## src/srcs_pkg.sv

```systemverilog
// shared types and constants for the sensor range calibration sequencer
// used by the item interface, the controller, the datapath and the top level

package srcs_pkg;

  // default number of sensors tracked
  localparam int SENSOR_COUNT = 8;

  // converter bits kept from a sample
  localparam int SAMPLE_BITS = 10;
  localparam int SAMPLE_W    = 10;
  localparam logic [SAMPLE_W-1:0] SAMPLE_MASK = SAMPLE_W'((1 << SAMPLE_BITS) - 1);

  // tracker start values
  localparam logic [SAMPLE_W-1:0] TRACK_LOW_INIT  = 10'd1020;
  localparam logic [SAMPLE_W-1:0] TRACK_HIGH_INIT = 10'd0;

  // step counters saturate at all ones
  localparam int STEP_W = 9;
  localparam logic [STEP_W-1:0] STEP_MAX = 9'd511;

  // configuration reset values
  localparam logic [11:0] LEFT_DUTY_RST   = 12'd800;
  localparam logic [11:0] RIGHT_DUTY_RST  = 12'd825;
  localparam logic [7:0]  MOVE_STEPS_RST  = 8'd3;
  localparam logic [15:0] PAUSE_TICKS_RST = 16'd5;

  // request codes
  typedef enum logic [2:0] {
    REQ_START  = 3'd0,
    REQ_SAMPLE = 3'd1,
    REQ_LSTEP  = 3'd2,
    REQ_RSTEP  = 3'd3,
    REQ_TICK   = 3'd4
  } req_code_t;

  // configuration register indexes
  typedef enum logic [1:0] {
    CFG_LEFT_DUTY   = 2'd0,
    CFG_RIGHT_DUTY  = 2'd1,
    CFG_MOVE_STEPS  = 2'd2,
    CFG_PAUSE_TICKS = 2'd3
  } cfg_index_t;

  // phase codes
  localparam logic [2:0] PH_IDLE  = 3'd0;
  localparam logic [2:0] PH_MOVE1 = 3'd1;
  localparam logic [2:0] PH_MOVE2 = 3'd2;
  localparam logic [2:0] PH_MOVE3 = 3'd3;
  localparam logic [2:0] PH_PAUSE = 3'd4;

  // input item
  typedef struct packed {
    logic [2:0]          req_type;
    logic [3:0]          sensor_index;
    logic [SAMPLE_W-1:0] sample_value;
  } req_t;

  // result item
  typedef struct packed {
    logic [11:0]         left_level;
    logic                left_reverse;
    logic [11:0]         right_level;
    logic                right_reverse;
    logic [3:0]          lamps;
    logic [2:0]          phase;
    logic                finished;
    logic [3:0]          limit_index;
    logic [SAMPLE_W-1:0] limit_low;
    logic [SAMPLE_W-1:0] limit_high;
    logic                last;
  } res_t;

  // controller to datapath
  typedef struct packed {
    logic       take;
    logic       advance;
    logic       pause;
    logic       emit_status;
    logic       emit_limit;
    logic       limit_last;
    logic [3:0] limit_sel;
  } ctrl_cmd_t;

  // datapath to controller
  typedef struct packed {
    logic accepted;
    logic expired;
    logic goal_met;
    logic pause_zero;
    logic last_is_3;
    logic out_free;
  } dp_sts_t;

endpackage

```

## src/srcs_stream_if.sv

```systemverilog
// valid/ready item channel carrying one payload of type T
// depends on srcs_pkg for the default payload type

interface srcs_stream_if #(parameter type T = srcs_pkg::req_t);
  logic valid;
  logic ready;
  T     data;

  modport source (output valid, output data, input ready);
  modport sink   (input valid, input data, output ready);
endinterface

```

## src/srcs_ctrl.sv

```systemverilog
// sequencing state machine: accept, settle move boundaries, emit results
// depends on srcs_pkg for the command and status structs

module srcs_ctrl #(
  parameter int SENSOR_COUNT = srcs_pkg::SENSOR_COUNT
) (
  input  logic                  clk,
  input  logic                  rst,
  input  srcs_pkg::dp_sts_t     sts,
  output srcs_pkg::ctrl_cmd_t   cmd
);

  localparam int IW = (SENSOR_COUNT > 1) ? $clog2(SENSOR_COUNT) : 1;
  localparam logic [IW-1:0] LAST_SEL = IW'(SENSOR_COUNT - 1);

  typedef enum logic [1:0] {
    ST_IDLE,
    ST_CHECK,
    ST_STATUS,
    ST_LIMITS
  } state_t;

  state_t        state, state_next;
  logic [IW-1:0] sel, sel_next;

  // commands and next state
  always_comb begin
    cmd        = '0;
    state_next = state;
    sel_next   = sel;
    cmd.limit_sel = 4'(sel);
    unique case (state)
      ST_IDLE: begin
        cmd.take = 1'b1;
        if (sts.accepted) begin
          state_next = ST_CHECK;
        end
      end
      ST_CHECK: begin
        priority if (sts.expired) begin
          cmd.advance = 1'b1;
          if (sts.last_is_3) begin
            state_next = ST_LIMITS;
            sel_next   = '0;
          end
        end else if (sts.goal_met) begin
          if (!sts.pause_zero) begin
            cmd.pause  = 1'b1;
            state_next = ST_STATUS;
          end else begin
            cmd.advance = 1'b1;
            if (sts.last_is_3) begin
              state_next = ST_LIMITS;
              sel_next   = '0;
            end
          end
        end else begin
          state_next = ST_STATUS;
        end
      end
      ST_STATUS: begin
        if (sts.out_free) begin
          cmd.emit_status = 1'b1;
          state_next      = ST_IDLE;
        end
      end
      ST_LIMITS: begin
        cmd.limit_last = (sel == LAST_SEL);
        if (sts.out_free) begin
          cmd.emit_limit = 1'b1;
          if (sel == LAST_SEL) begin
            state_next = ST_IDLE;
          end else begin
            sel_next = sel + 1'b1;
          end
        end
      end
      default: state_next = ST_IDLE;
    endcase
  end

  // state and readout counter
  always_ff @(posedge clk) begin
    if (rst) begin
      state <= ST_IDLE;
      sel   <= '0;
    end else begin
      state <= state_next;
      sel   <= sel_next;
    end
  end

endmodule

```

## src/srcs_datapath.sv

```systemverilog
// move counters, pause timer, per-sensor range trackers, config and result register
// depends on srcs_pkg and srcs_stream_if

module srcs_datapath #(
  parameter int SENSOR_COUNT = srcs_pkg::SENSOR_COUNT
) (
  input  logic                 clk,
  input  logic                 rst,
  srcs_stream_if.sink          req,
  srcs_stream_if.source        res,
  input  logic                 cfg_wr_en,
  input  logic [1:0]           cfg_index,
  input  logic [15:0]          cfg_data,
  input  srcs_pkg::ctrl_cmd_t  cmd,
  output srcs_pkg::dp_sts_t    sts
);

  localparam int IW = (SENSOR_COUNT > 1) ? $clog2(SENSOR_COUNT) : 1;
  localparam int SW = srcs_pkg::SAMPLE_W;
  localparam int TW = srcs_pkg::STEP_W;

  // configuration
  logic [11:0] left_duty, right_duty;
  logic [7:0]  move_steps;
  logic [15:0] pause_ticks;

  // sequencing state
  logic [2:0]    move_phase, last_move;
  logic [TW-1:0] left_steps, right_steps;
  logic [15:0]   pause_count;
  logic          expired;

  // trackers
  logic [SW-1:0]           lowest [SENSOR_COUNT];
  logic [SW-1:0]           second_lowest [SENSOR_COUNT];
  logic [SW-1:0]           highest [SENSOR_COUNT];
  logic [SW-1:0]           second_highest [SENSOR_COUNT];
  logic [SENSOR_COUNT-1:0] trk_valid;

  srcs_pkg::req_t  item;
  srcs_pkg::res_t  out_next;
  logic            accepted, moving, idx_ok, do_track;
  logic [TW-1:0]   goal;
  logic            left_run, right_run;
  logic [SW-1:0]   val;
  logic [IW-1:0]   rd_addr;
  logic [SW-1:0]   rd_lo, rd_lo2, rd_hi, rd_hi2;
  logic [SW-1:0]   wr_lo, wr_lo2, wr_hi, wr_hi2;
  logic [15:0]     pc_dec;

  assign item      = req.data;
  assign req.ready = cmd.take;
  assign accepted  = cmd.take & req.valid;
  assign val       = item.sample_value & srcs_pkg::SAMPLE_MASK;

  // move goal and wheel activity
  assign moving = (move_phase == srcs_pkg::PH_MOVE1) || (move_phase == srcs_pkg::PH_MOVE2) ||
                  (move_phase == srcs_pkg::PH_MOVE3);
  assign goal = (last_move == srcs_pkg::PH_MOVE2) ? TW'({move_steps, 1'b0})
                                                  : TW'(move_steps);
  assign left_run  = left_steps < goal;
  assign right_run = right_steps < goal;

  // status towards the controller
  assign sts.accepted   = accepted;
  assign sts.expired    = expired;
  assign sts.goal_met   = moving && !left_run && !right_run;
  assign sts.pause_zero = (pause_ticks == '0);
  assign sts.last_is_3  = (last_move == srcs_pkg::PH_MOVE3);
  assign sts.out_free   = !res.valid || res.ready;

  // tracker read port: input sensor while taking an item, readout sensor otherwise
  assign rd_addr = cmd.take ? item.sensor_index[IW-1:0] : cmd.limit_sel[IW-1:0];
  assign rd_lo   = trk_valid[rd_addr] ? lowest[rd_addr]         : srcs_pkg::TRACK_LOW_INIT;
  assign rd_lo2  = trk_valid[rd_addr] ? second_lowest[rd_addr]  : srcs_pkg::TRACK_LOW_INIT;
  assign rd_hi   = trk_valid[rd_addr] ? highest[rd_addr]        : srcs_pkg::TRACK_HIGH_INIT;
  assign rd_hi2  = trk_valid[rd_addr] ? second_highest[rd_addr] : srcs_pkg::TRACK_HIGH_INIT;

  assign idx_ok   = {1'b0, item.sensor_index} < 5'(SENSOR_COUNT);
  assign do_track = accepted && (item.req_type == srcs_pkg::REQ_SAMPLE) && moving && idx_ok;

  // two lowest and two highest update
  always_comb begin
    wr_lo  = rd_lo;
    wr_lo2 = rd_lo2;
    wr_hi  = rd_hi;
    wr_hi2 = rd_hi2;
    if (rd_lo2 > val) begin
      if (rd_lo > val) begin
        wr_lo2 = rd_lo;
        wr_lo  = val;
      end else begin
        wr_lo2 = val;
      end
    end
    if (rd_hi2 < val) begin
      if (rd_hi < val) begin
        wr_hi2 = rd_hi;
        wr_hi  = val;
      end else begin
        wr_hi2 = val;
      end
    end
  end

  assign pc_dec = (pause_count != '0) ? pause_count - 1'b1 : pause_count;

  // result contents from the current state
  always_comb begin
    out_next = '0;
    if (moving) begin
      out_next.left_level  = left_run ? left_duty : '0;
      out_next.right_level = right_run ? right_duty : '0;
      if (move_phase == srcs_pkg::PH_MOVE2) begin
        out_next.lamps = {1'b0, left_run, right_run, 1'b0};
      end else begin
        out_next.lamps = {right_run, 2'b00, left_run};
      end
    end
    out_next.left_reverse  = (last_move == srcs_pkg::PH_MOVE2);
    out_next.right_reverse = (last_move != srcs_pkg::PH_MOVE2) && (last_move != srcs_pkg::PH_IDLE);
    out_next.phase         = move_phase;
    if (cmd.emit_limit) begin
      out_next.finished    = 1'b1;
      out_next.limit_index = cmd.limit_sel;
      out_next.limit_low   = rd_lo2;
      out_next.limit_high  = rd_hi2;
      out_next.last        = cmd.limit_last;
    end else begin
      out_next.last = 1'b1;
    end
  end

  // control state, config and result valid
  always_ff @(posedge clk) begin
    if (rst) begin
      left_duty   <= srcs_pkg::LEFT_DUTY_RST;
      right_duty  <= srcs_pkg::RIGHT_DUTY_RST;
      move_steps  <= srcs_pkg::MOVE_STEPS_RST;
      pause_ticks <= srcs_pkg::PAUSE_TICKS_RST;
      move_phase  <= srcs_pkg::PH_IDLE;
      last_move   <= srcs_pkg::PH_IDLE;
      left_steps  <= '0;
      right_steps <= '0;
      pause_count <= '0;
      expired     <= 1'b0;
      trk_valid   <= '0;
      res.valid   <= 1'b0;
    end else begin
      // configuration writes
      if (cfg_wr_en) begin
        unique case (cfg_index)
          srcs_pkg::CFG_LEFT_DUTY:   left_duty   <= cfg_data[11:0];
          srcs_pkg::CFG_RIGHT_DUTY:  right_duty  <= cfg_data[11:0];
          srcs_pkg::CFG_MOVE_STEPS:  move_steps  <= cfg_data[7:0];
          srcs_pkg::CFG_PAUSE_TICKS: pause_ticks <= cfg_data;
        endcase
      end
      // item effects
      if (accepted) begin
        case (item.req_type)
          srcs_pkg::REQ_START: begin
            trk_valid   <= '0;
            last_move   <= srcs_pkg::PH_MOVE1;
            move_phase  <= srcs_pkg::PH_MOVE1;
            left_steps  <= '0;
            right_steps <= '0;
            pause_count <= '0;
            expired     <= 1'b0;
          end
          srcs_pkg::REQ_SAMPLE: begin
            if (do_track) begin
              trk_valid[rd_addr] <= 1'b1;
            end
          end
          srcs_pkg::REQ_LSTEP: begin
            if (moving && left_steps != srcs_pkg::STEP_MAX) begin
              left_steps <= left_steps + 1'b1;
            end
          end
          srcs_pkg::REQ_RSTEP: begin
            if (moving && right_steps != srcs_pkg::STEP_MAX) begin
              right_steps <= right_steps + 1'b1;
            end
          end
          srcs_pkg::REQ_TICK: begin
            if (move_phase == srcs_pkg::PH_PAUSE) begin
              pause_count <= pc_dec;
              expired     <= (pc_dec == '0);
            end
          end
          default: ;
        endcase
      end
      // move boundary: next move or end of run
      if (cmd.advance) begin
        left_steps  <= '0;
        right_steps <= '0;
        expired     <= 1'b0;
        if (last_move != srcs_pkg::PH_MOVE3) begin
          last_move  <= last_move + 1'b1;
          move_phase <= last_move + 1'b1;
        end else begin
          move_phase <= srcs_pkg::PH_IDLE;
        end
      end
      // goal reached with a pause to wait
      if (cmd.pause) begin
        move_phase  <= srcs_pkg::PH_PAUSE;
        pause_count <= pause_ticks;
        left_steps  <= '0;
        right_steps <= '0;
      end
      // output register handshake
      if (cmd.emit_status || cmd.emit_limit) begin
        res.valid <= 1'b1;
      end else if (res.ready) begin
        res.valid <= 1'b0;
      end
    end
  end

  // result payload
  always_ff @(posedge clk) begin
    if (cmd.emit_status || cmd.emit_limit) begin
      res.data <= out_next;
    end
  end

  // tracker storage
  always_ff @(posedge clk) begin
    if (do_track) begin
      lowest[rd_addr]         <= wr_lo;
      second_lowest[rd_addr]  <= wr_lo2;
      highest[rd_addr]        <= wr_hi;
      second_highest[rd_addr] <= wr_hi2;
    end
  end

endmodule

```

## src/sensor_range_calibration_sequencer.sv

```systemverilog
// an item is taken in the idle state, settled in the check state one move boundary at
// a time, and its result loaded into the output register from the status state
// a new item is taken only after the result of the last one is loaded; the item ending
// the third move gives SENSOR_COUNT results from the tracker port, one per cycle while the output is free
// reset: synchronous rst returns to idle, restores config defaults and marks all
// trackers unwritten so they read as their start values

module sensor_range_calibration_sequencer #(
  parameter int SENSOR_COUNT = srcs_pkg::SENSOR_COUNT
) (
  input  logic          clk,
  input  logic          rst,
  srcs_stream_if.sink   req,
  srcs_stream_if.source res,
  input  logic          cfg_wr_en,
  input  logic [1:0]    cfg_index,
  input  logic [15:0]   cfg_data
);

  srcs_pkg::ctrl_cmd_t cmd;
  srcs_pkg::dp_sts_t   sts;

  // sequencing controller
  srcs_ctrl #(
    .SENSOR_COUNT(SENSOR_COUNT)
  ) u_ctrl (
    .clk (clk),
    .rst (rst),
    .sts (sts),
    .cmd (cmd)
  );

  // counters, trackers and result register
  srcs_datapath #(
    .SENSOR_COUNT(SENSOR_COUNT)
  ) u_datapath (
    .clk       (clk),
    .rst       (rst),
    .req       (req),
    .res       (res),
    .cfg_wr_en (cfg_wr_en),
    .cfg_index (cfg_index),
    .cfg_data  (cfg_data),
    .cmd       (cmd),
    .sts       (sts)
  );

endmodule
```

## src/flat_wrapper.sv

```systemverilog
// flat-port wrapper written by rule: the top's interface ports become plain ports
module sensor_range_calibration_sequencer_flat 
#(
  parameter int SENSOR_COUNT = srcs_pkg::SENSOR_COUNT
)
  (clk, rst, cfg_wr_en, cfg_index, cfg_data, req_valid, req_data, req_ready, res_valid, res_data, res_ready);
  srcs_stream_if req_i ();
  srcs_stream_if res_i ();
  input  logic clk;
  input  logic rst;
  input  logic cfg_wr_en;
  input  logic [1:0] cfg_index;
  input  logic [15:0] cfg_data;
  input wire logic [$bits(req_i.valid)-1:0] req_valid;
  input wire logic [$bits(req_i.data)-1:0] req_data;
  output wire logic [$bits(req_i.ready)-1:0] req_ready;
  output wire logic [$bits(res_i.valid)-1:0] res_valid;
  output wire logic [$bits(res_i.data)-1:0] res_data;
  input wire logic [$bits(res_i.ready)-1:0] res_ready;
  assign req_i.valid = req_valid;
  assign req_i.data = req_data;
  assign req_ready = req_i.ready;
  assign res_valid = res_i.valid;
  assign res_data = res_i.data;
  assign res_i.ready = res_ready;
  sensor_range_calibration_sequencer #(.SENSOR_COUNT(SENSOR_COUNT)) u_core (.clk(clk), .rst(rst), .req(req_i), .res(res_i), .cfg_wr_en(cfg_wr_en), .cfg_index(cfg_index), .cfg_data(cfg_data));
endmodule
```

## config.mk

```make
export PLATFORM = sky130hd
export DESIGN_NAME = sensor_range_calibration_sequencer_flat
export DESIGN_NICKNAME = d
export VERILOG_FILES = /design/src/srcs_pkg.sv /design/src/srcs_stream_if.sv /design/src/srcs_ctrl.sv /design/src/srcs_datapath.sv /design/src/sensor_range_calibration_sequencer.sv /design/src/flat_wrapper.sv
export SDC_FILE = /design/constraint.sdc
export NUM_CORES = 1
export LEC_CHECK = 0
export BUFFER_PORTS_ARGS = -buffer_cell sky130_fd_sc_hd__buf_2
export CELL_PAD_IN_SITES_DETAIL_PLACEMENT = 0
export CELL_PAD_IN_SITES_GLOBAL_PLACEMENT = 1
export CORE_MARGIN = 2
export CORE_UTILIZATION = 30
export DETAILED_ROUTE_END_ITERATION = 10
export PLACE_DENSITY_LB_ADDON = 0.2
export SYNTH_ARGS = -nofsm -noshare
export SYNTH_HDL_FRONTEND = slang
export SYNTH_HIERARCHICAL = 1
export SYNTH_SLANG_ARGS = --single-unit
```

## constraint.sdc

```tcl
create_clock -name clk -period 13.15 [get_ports clk]
set_input_delay 0.6575 -clock clk [delete_from_list [all_inputs] [get_ports clk]]
set_output_delay 0.6575 -clock clk [all_outputs]
set_load 0.03 [all_outputs]
```

==> metrics.md, run 1 <==
| Metric | Value |
|---|---|
| Fmax | 158 MHz |
| Die ar. | 0.0629 sq mm |
| Final period util | 48.1% |
| Crit path max-delay family | compound AO/OA/AOI/OAI gates |
| Worst min path class | in -> reg |
| CTS Sinks | 416 |
| Diode count | 0 |
| Post-Synthesis Mean Instance Area | 12.2 sq um |
| Cell count after synthesis | 1497 |
| Clk Latency, worst-skew pair | 0.60 ns |
| Root buffer cell | clkbuf_16 |
| Initial core utilization | 30.3% |
| Maximum VDD drop | 0.0000855 V |
| Post-CTS resize count | 0 |
| Setup CP Type | reg -> reg |
| Syn Nets | 1601 |
| Drt first pass iters | 5 |
| Crit path max-delay cell type | o31ai_1 |
| Cell depth of the worst setup path | 16 |
| Chip height | 251 um |
| Final Skew | 0.0230 ns |
| Port bufs | 58 |
| Total negative slack | 0 ns |
| Clock transition at the registers of the reported paths | 0.06 ns |
| Number of global-route vias before repair | 12400 |
| Leak | 0.00739 uW |
| Buf/Inv on CP | 1 |
| Global-route wire length before repair | 81800 um |
| Area Overhead vs Synth | 15.5% |
| Vias/cell | 5.27 |
| Core footprint | 0.0602 sq mm |
| RR Endpoint | u_core/u_datapath/lowest[6][0] |
| Hold Buf Count CTS | 0 |
| Post-CTS Setup Inserts | 0 |
| R2r setup slk | 6.83 ns |
| Worst Max-Slew Pin Slew | 1.09 ns |
| Post-Synthesis Cell Area | 0.0183 sq mm |
| Final setup vio count | 0 |
| Crit start category | register |
| Setup crit end | u_core/u_datapath/lowest[6][0] |
| Utilization after layout | 35.0% |
| Grt total ovfl | 0 |
| Share of cells above drive strength 1 | 12.8% |
| Final min period | 6.32 ns |
| Most used cell along the critical path | nor2_1 |
| DR DRC count | 0 |
| Final worst slack | 6.83 ns |
| Vias post-DR | 12500 |
| Worst relative slew slack | 26.9% |
| Initial DRC count | 911 |
| Critical Path RT | 13.44 ns |
| CP Max Fanout | 20 |
| WL/cell | 23.1 um |
| WL final | 55100 um |
| Total of max-cap violations | 0 |
| RSZ-0062 raised after global routing | false |
| Post-place setup slack | 6.83 ns |
| Fin. max-slew vios | 0 |
| Synth warnings | 6 |
| CP cell instances | nor2_1 > buf_4 > mux2_2 > nor2_1 > nand2_1 > o221ai_1 > or3_1 > nor2_1 > ha_1 > nor2b_1 > o21a_1 > o21ai_0 > a21oi_1 > o31ai_1 > nor2_2 > o21ai_0 |
| Inserted Clock Buffers | 48 |
| CTS max path bufs | 3 |
| Top Ports | 59 |
| Reg2Reg Depth | 16 |
| Largest net degree at the start of global routing | 59 |
| GRT Total Usage | 17.4% |
| Arrival time at the worst endpoint | 6.61 ns |
| Final hold violation count | 0 |
| PD cells | 139 mW/mm^2 |
| Layout Nets | 1672 |
| GP Congestion | 0.807 |
| Rows | 90 |
| CTS tree | yes |
| Outcome | complete, no violations |
| CTS HTree Levels | 2 |
| Crit path largest cell delay | 0.84 ns |
| Initial antenna violation count | 2 |
| Chip width | 251 um |
| CP endpoint kind | register |
| HPWL after DPL | 34200 um |
| Fillers | 5863 |
| Crit path from | u_core/u_ctrl/state[1] |
| Worst R2R Start | u_core/u_ctrl/state[1] |
| ANT nets after route | 0 |
## sequential cells by signal, summed over array words and instances (netlist names), 8 cells and up
signal / flops
u_core/u_datapath/res.data: 17
u_core/u_datapath/pause_ticks: 16
u_core/u_datapath/lowest: 80
u_core/u_datapath/left_steps: 9
u_core/u_datapath/right_steps: 9
u_core/u_datapath/pause_count: 16
u_core/u_datapath/trk_valid: 8
u_core/u_datapath/highest: 80
u_core/u_datapath/move_steps: 8
u_core/u_datapath/second_lowest: 80
u_core/u_datapath/second_highest: 80
## per-stage QoR
step                      area, sq um  total power [uW]  hold WS [ns]  instances
final                           21100              2930         0.304       2383
after global routing            21100              3040         0.299       2383
after CTS                       21100              2970         0.277       2383
after detailed placement        19600              1670         0.463       2300
after global placement          19600              1670         0.451       2300
after floorplan                 18300              1580         0.431       1497
## layout by cell type, fill, tap and decap left out, drive strengths merged, types with 6 or more instances in the layout
cell type,count
a21oi,94
a221oi,7
a222oi,15
a22oi,28
a31oi,19
and2,13
and3,16
and4,6
buf,95
clkbuf,57
clkinv,15
dfxtp,79
edfxtp,337
ha,64
inv,25
mux2,17
mux2i,27
nand2,192
nand2b,18
nand3,38
nand3b,9
nand4,16
nor2,135
nor2b,9
nor3,26
nor4,16
nor4b,9
o21a,6
o21ai,43
o221ai,11
o22a,8
o22ai,55
o31ai,6
o32ai,6
or2,6
or3,6
xor2,16
## cell type report
cell class	instances	area, sq um	area share (%)
clock inverters	26	265	1.26
multi-input cells	986	6270	29.7
flip-flops and latches	416	11700	55.4
clock buffers	57	1240	5.90
repair buffers	95	568	2.69
inverters	21	78.8	0.373
well taps	782	978	4.63
## tightest hold or removal path, cell delays in order
cell     delay, ns
buf_2         0.09
nand2_1       0.04
a21oi_1       0.05
## worst min-delay path by stage
stage                                              start                                end  slack [ns]  cells after the start
final                                       cfg_data[14]  u_core/u_datapath/pause_ticks[14]        0.30                      3
after global routing                        cfg_data[15]  u_core/u_datapath/pause_ticks[15]        0.30                      3
after CTS                                   cfg_data[14]  u_core/u_datapath/pause_ticks[14]        0.28                      3
after detailed placement  u_core/u_datapath/trk_valid[6]     u_core/u_datapath/trk_valid[6]        0.46                      2
after global placement    u_core/u_datapath/trk_valid[2]     u_core/u_datapath/trk_valid[2]        0.45                      2
after floorplan           u_core/u_datapath/trk_valid[4]     u_core/u_datapath/trk_valid[4]        0.43                      2
## per-layer routing
metal  up-vias  global-route usage, %  wire (um)
li1       5854                      -          -
met1      6324                   24.0      25400
met2       305                   28.8      26200
met3        62                   2.61       2450
met4         2                   4.21        969
met5         -                      0         13
## report_power, final
part	switching, uW	internal, uW	leakage (uW)
combinational	146	61.9	0.00289
clock	554	740	0.000726
sequential	4.48	1430	0.00378
total	704	2230	0.00739
Note: power is estimated with default switching activity, not from simulation.
==> inputs of run 2 (changes only) <==
Settings changed: ABC_AREA set to 1.
Clock period 13.15 ns to 5.3 ns, I/O delays scaled along.
==> metrics.md, run 2 <==
| Metric | Value |
|---|---|
| Outcome | complete, no violations |
| Area Overhead vs Synth | 16.2% |
| Initial core utilization | 30.4% (about the same) |
| WL final | 54700 um (-0.61%) |
| Total negative slack | 0 ns (unchanged) |
| Worst min path class | in -> reg |
| Utilization after layout | 35.3% (+0.25 points) |
| CTS HTree Levels | 2 (unchanged) |
| Final Skew | 0.0286 ns (+0.00559 ns) |
| R2r setup slk | 0.48 ns (-6.35 ns) |
| CTS tree | yes |
| RR Endpoint | u_core/u_datapath/lowest[0][6] |
| Grt total ovfl | 0 (unchanged) |
| Hold EP | u_core/u_datapath/move_steps[0] |
| Reg2Reg Depth | 22 (+6) |
| Commonest cells after routing, fill and taps aside | 337 x edfxtp_1, 320 x nand2_1, 205 x nor2_1 |
| Share of cells above drive strength 1 | 11.7% (-1.1 points) |
| Root buffer cell | clkbuf_16 |
| CTS max path bufs | 3 (unchanged) |
| Cell count after synthesis | 1762 (+18%) |
| PD cells | 399 mW/mm^2 (+190%) |
| Synth warnings | 6 (unchanged) |
| Chip height | 254 um (+1.2%) |
| Final hold violation count | 0 (unchanged) |
| Crit start category | register |
| CP endpoint kind | register |
| Crit path largest cell delay | 0.48 ns (-0.36 ns) |
| Most used cell along the critical path | nand2_1 |
| Worst hold start | cfg_index[0] |
| Critical Path RT | 5.61 ns (-7.83 ns) |
| GRT Total Usage | 17.0% (-0.38 points) |
| Leak | 0.00837 uW (+13%) |
| Port bufs | 58 (unchanged) |
| Clock transition at the registers of the reported paths | 0.06 ns (about the same) |
| Maximum VDD drop | 0.000258 V (+200%) |
| Rows | 91 (+1.1%) |
| Vias post-DR | 13300 (+5.9%) |
| GP Congestion | 0.794 (-1.7%) |
| Chip width | 254 um (+1.2%) |
| Global-route wire length before repair | 82400 um (+0.66%) |
| Tot Pwr | 8690 uW (+200%) |
| Clk Latency, worst-skew pair | 0.59 ns (about the same) |
| Final setup vio count | 0 (unchanged) |
| CP Max Fanout | 15 (-25%) |
| Post-Synthesis Cell Area | 0.0187 sq mm (+2.5%) |
| Number of global-route vias before repair | 13200 (+6.0%) |
| Inserted Clock Buffers | 48 (unchanged) |
| Worst R2R Start | u_core/u_ctrl/state[0] |
| Top Ports | 59 (unchanged) |
| WL/cell | 20.0 um (-13%) |
| Worst Max-Slew Pin Slew | 0.881 ns (-0.212 ns) |
| Drt first pass iters | 5 (unchanged) |
| CTS Sinks | 416 (unchanged) |
| Core footprint | 0.0617 sq mm (+2.4%) |
| Crit path max-delay cell type | o21ai_2 |
| HPWL after DPL | 35400 um (+3.6%) |
| Final min period | 4.82 ns (-1.50 ns) |
| Initial DRC count | 954 (+4.7%) |
| RSZ-0062 raised after global routing | false |
| Post-Synthesis Mean Instance Area | 10.6 sq um (-13%) |
| DR DRC count | 0 (unchanged) |
| Arrival time at the worst endpoint | 5.13 ns (-1.48 ns) |
| Final period util | 90.9% (+43 points) |
| Largest net degree at the start of global routing | 41 (-31%) |
| ANT nets after route | 0 (unchanged) |
| Fin. max-slew vios | 0 (unchanged) |
| Syn Nets | 1866 (+17%) |
| Initial antenna violation count | 1 (-1) |
| Worst relative slew slack | 41.1% (+14 points) |
| Die ar. | 0.0645 sq mm (+2.5%) |
| Diode count | 0 (unchanged) |
| CP cell instances | nor2_1 > buf_4 > inv_8 > o21ai_2 > nand3_4 > inv_2 > nand2_1 > nand2_1 > a221oi_2 > nand4_1 > ha_1 > a21o_1 > a21oi_1 > o21ai_0 > a21boi_0 > o21ai_0 > nand2_1 > nor2_1 > buf_4 > inv_1 > nand2_1 > o21ai_1 |
| Min-Delay Path Depth | 4 (+1) |
| Total of max-cap violations | 0 (unchanged) |
| Layout Nets | 1966 (+18%) |
| Most common cell after layout, fill and taps aside | edfxtp_1 |
| Vias/cell | 4.85 (-7.9%) |
| Setup CP Type | reg -> reg |
| Fmax | 208 MHz (+31%) |
| Post-CTS Setup Inserts | 0 (unchanged) |
==> run 2: where the power goes <==
part	internal (uW)	total (uW)	switching [uW]
logic	499	1770	1270
registers	3640	3670	29.6
clock network	1900	3250	1350
total	6040	8690	2650
==> run 2: worst max-delay path, delay by kind of cell, from the launching register on <==
| family | cells | cell delay [ns] |
|---|---|---|
| flops | 1 | 0.38 |
| compound gates | 8 | 1.46 |
| fa+ha+maj | 1 | 0.30 |
| simple gates | 8 | 1.20 |
| buf+inv | 5 | 1.20 |
==> run 2: worst max path at each step <==
stage	to	slack, ns	depth (start not counted)	from
after floorplan	u_core/u_datapath/lowest[0][1]	1.23	23	u_core/u_ctrl/state[0]
after global placement	u_core/u_datapath/lowest[2][4]	0.41	20	u_core/u_ctrl/state[0]
after detailed placement	u_core/u_datapath/lowest[2][4]	0.29	20	u_core/u_ctrl/state[0]
after CTS	u_core/u_datapath/lowest[2][4]	0.29	20	u_core/u_ctrl/state[0]
after global routing	u_core/u_datapath/lowest[3][3]	0.03	21	u_core/u_ctrl/state[0]
final	u_core/u_datapath/lowest[0][6]	0.48	22	u_core/u_ctrl/state[0]
==> run 2: per-layer routing <==
layer | wire, um | global-route usage [%] | vias to the layer above
met1 | 25700 | 23.5 | 6498
met3 | 2290 | 2.24 | 65
met5 | 0 | 0 | -
met4 | 1040 | 4.15 | 0
met2 | 25700 | 28.3 | 289
li1 | - | - | 6431
==> run 2: through the flow <==
stage / hold slack, ns / setup WS (ns) / cells / instance area, sq um
2_1_floorplan: 0.337 / 1.23 / 1762 / 18700
3_3_place_gp: 0.454 / 0.412 / 2633 / 20100
3_5_place_dp: 0.459 / 0.292 / 2633 / 20100
4_1_cts: 0.0681 / 0.291 / 2738 / 21800
5_1_grt: 0.126 / 0.0264 / 2738 / 21800
6_report: 0.0855 / 0.482 / 2738 / 21800
==> run 2: layout make-up <==
type	instances	area (sq um)
multi-input combinational	1118	6120
sequential	416	11700
clock buffer	65	1320
inverter	169	642
clock inverter	24	226
timing repair buffer	109	726
tap	837	1050
fill	6242	39900
==> run 2: timing repair <==
action,4_1_cts,5_1_grt
endpoints found under the setup margin,0,56
hold endpoints to repair,23,0
gates resized for setup,0,8
hold buffers,16,0
==> inputs of run 3 (changes only) <==
Settings changed: CORE_UTILIZATION 30 to 45.
==> metrics.md, run 3 (same netlist as run 2, synthesis figures left out) <==
| Metric | Value |
|---|---|
| Post-CTS Setup Inserts | 0 (unchanged) |
| Met1 Wirelength | 22800 um (-11%) |
| Worst min path class | in -> reg |
| Final min period | 4.85 ns (+0.0298 ns) |
| Root buffer cell | clkbuf_16 |
| Fillers | 3618 (-42%) |
| Total of max-cap violations | 0 (unchanged) |
| Chip height | 208 um (-18%) |
| Metal2 WL | 23600 um (-8.2%) |
| Fmax | 206 MHz (-0.62%) |
| Initial antenna violation count | 0 (-1) |
| Initial core utilization | 45.8% (+15 points) |
| Vias post-DR | 13400 (+0.59%) |
| Final hold violation count | 0 (unchanged) |
| HPWL after DPL | 33000 um (-6.8%) |
| Commonest cells after routing, fill and taps aside | 337 x edfxtp_1, 320 x nand2_1, 205 x nor2_1 |
| DR DRC count | 0 (unchanged) |
| PD cells | 400 mW/mm^2 (+0.25%) |
| CP endpoint kind | register |
| Clk Latency, worst-skew pair | 0.59 ns (about the same) |
| Final setup vio count | 0 (unchanged) |
| Setup CP Type | reg -> reg |
| Global-route wire length before repair | 77000 um (-6.5%) |
| Rows | 74 (-19%) |
| Drt first pass iters | 5 (unchanged) |
| Utilization after layout | 52.0% (+17 points) |
| Vias/cell | 5.51 (+14%) |
| Clock transition at the registers of the reported paths | 0.06 ns (about the same) |
| Die ar. | 0.0433 sq mm (-33%) |
| Leak | 0.00833 uW (-0.47%) |
| CTS tree | yes |
| GP Congestion | 0.872 (+9.9%) |
| Worst relative slew slack | 29.3% (-12 points) |
| Number of global-route vias before repair | 13000 (-1.2%) |
| WL final | 50500 um (-7.7%) |
| CTS max path bufs | 3 (unchanged) |
| Sequential cell area | 0.0117 sq mm (unchanged) |
| Fin. max-slew vios | 0 (unchanged) |
| Arrival time at the worst endpoint | 5.09 ns (-0.04 ns) |
| Area of the multi-input gates | 0.00611 sq mm (about the same) |
| Core footprint | 0.0409 sq mm (-34%) |
| Layout Nets | 1965 (-0.051%) |
| Initial DRC count | 1061 (+11%) |
| Share of cells above drive strength 1 | 11.7% (-0.062 points) |
| Final period util | 91.5% (+0.56 points) |
| CTS Sinks | 416 (unchanged) |
| CTS HTree Levels | 2 (unchanged) |
| Most common cell after layout, fill and taps aside | edfxtp_1 |
| GRT Total Usage | 23.2% (+6.2 points) |
| Final Skew | 0.0392 ns (+0.0107 ns) |
| Worst Max-Slew Pin Slew | 1.05 ns (+0.169 ns) |
| Critical Path RT | 5.54 ns (-0.07 ns) |
| Total negative slack | 0 ns (unchanged) |
| Largest net degree at the start of global routing | 35 (-15%) |
| Outcome | complete, no violations |
| Crit start category | register |
| CP Max Fanout | 26 (+11) |
| Top Ports | 59 (unchanged) |
| Port bufs | 58 (unchanged) |
| Inserted Clock Buffers | 45 (-6.3%) |
| Max layer used | met4 |
| WL/cell | 20.8 um (+4.2%) |
| Area Overhead vs Synth | 13.7% |
| RSZ-0062 raised after global routing | false |
| Chip width | 208 um (-18%) |
| Grt total ovfl | 0 (unchanged) |
| ANT nets after route | 0 (unchanged) |
| Met3 wire len | 2780 um (+21%) |
| Maximum VDD drop | 0.000275 V (+6.8%) |
| Diode count | 0 (unchanged) |
## run 3: changes by cell type in the layout (fill, tap and decap cells not counted), moves of 2 or more
| cell | change |
|---|---|
| clkbuf_16 | -5 |
| dlygate4sd3_1 | -2 |
| o21ai_1 | -5 |
| clkinv_2 | -2 |
| o21ai_0 | +6 |
| inv_16 | -2 |
| clkbuf_1 | -9 |
| bufinv_16 | +3 |
| clkinv_1 | +5 |
| buf_4 | +5 |
| inv_6 | +2 |
## run 3: timing repair
action                     4_1_cts  5_1_grt
hold buffers                    14        0
hold endpoints to repair        18        0
setup endpoints to repair        0        8
resized for setup                0        1
## run 3: area by class of cell
class | count | area share (%)
Sequential cell | 416 | 55.0
Multi-Input combinational cell | 1118 | 28.7
Clock buffer | 50 | 5.38
Timing Repair Buffer | 111 | 3.40
Tap cell | 532 | 3.13
Inverter | 169 | 3.01
Clock inverter | 30 | 1.42
## run 3: critical path, stage by stage, from the launching register on
cell and delay (ns):
dfxtp_1 0.46, nor2_1 0.10, buf_4 0.19, nand2_2 0.14
nand2_4 0.17, nand3_4 0.13, buf_4 0.40, o2bb2ai_1 0.10
a221oi_1 0.39, nand4_1 0.28, ha_1 0.37, nand2_1 0.07
nor2_1 0.04, a211oi_1 0.29, o2111ai_1 0.15, o21ai_1 0.17
inv_1 0.17, o21ai_0 0.86
## run 3: metal layers
layer,track usage (%),vias up
li1,-,6429
met1,31.7,6449
met2,38.1,391
met3,3.41,93
met4,8.07,0
met5,0,-
## run 3: stage by stage
stage / setup slack [ns] / instance area [sq um] / std cells / power, uW / hold WS, ns
after floorplan: 1.23 / 18700 / 1762 / 4910 / 0.337
after global placement: 0.540 / 19700 / 2332 / 5450 / 0.452
after detailed placement: 0.503 / 19700 / 2332 / 5460 / 0.456
after CTS: 0.484 / 21300 / 2426 / 8590 / 0.00192
after global routing: 0.0229 / 21300 / 2426 / 8860 / 0.0264
final: 0.453 / 21300 / 2426 / 8520 / 0.0230
## run 3: final timing paths
kind / from / to / slack, ns / depth (start not counted)
max: u_core/u_ctrl/state[0] / u_core/u_datapath/second_lowest[2][5] / 0.45 / 17
min: cfg_data[4] / u_core/u_datapath/move_steps[4] / 0.02 / 3
max reg2reg: u_core/u_ctrl/state[0] / u_core/u_datapath/second_lowest[2][5] / 0.45 / 17
min reg2reg: u_core/u_datapath/move_phase[1] / u_core/u_datapath/move_phase[1] / 0.46 / 2
## run 3: report_power, final
part | total [uW] | internal [uW] | switching, uW
logic | 1730 | 491 | 1240
clock network | 3110 | 1840 | 1270
registers | 3670 | 3640 | 29.2
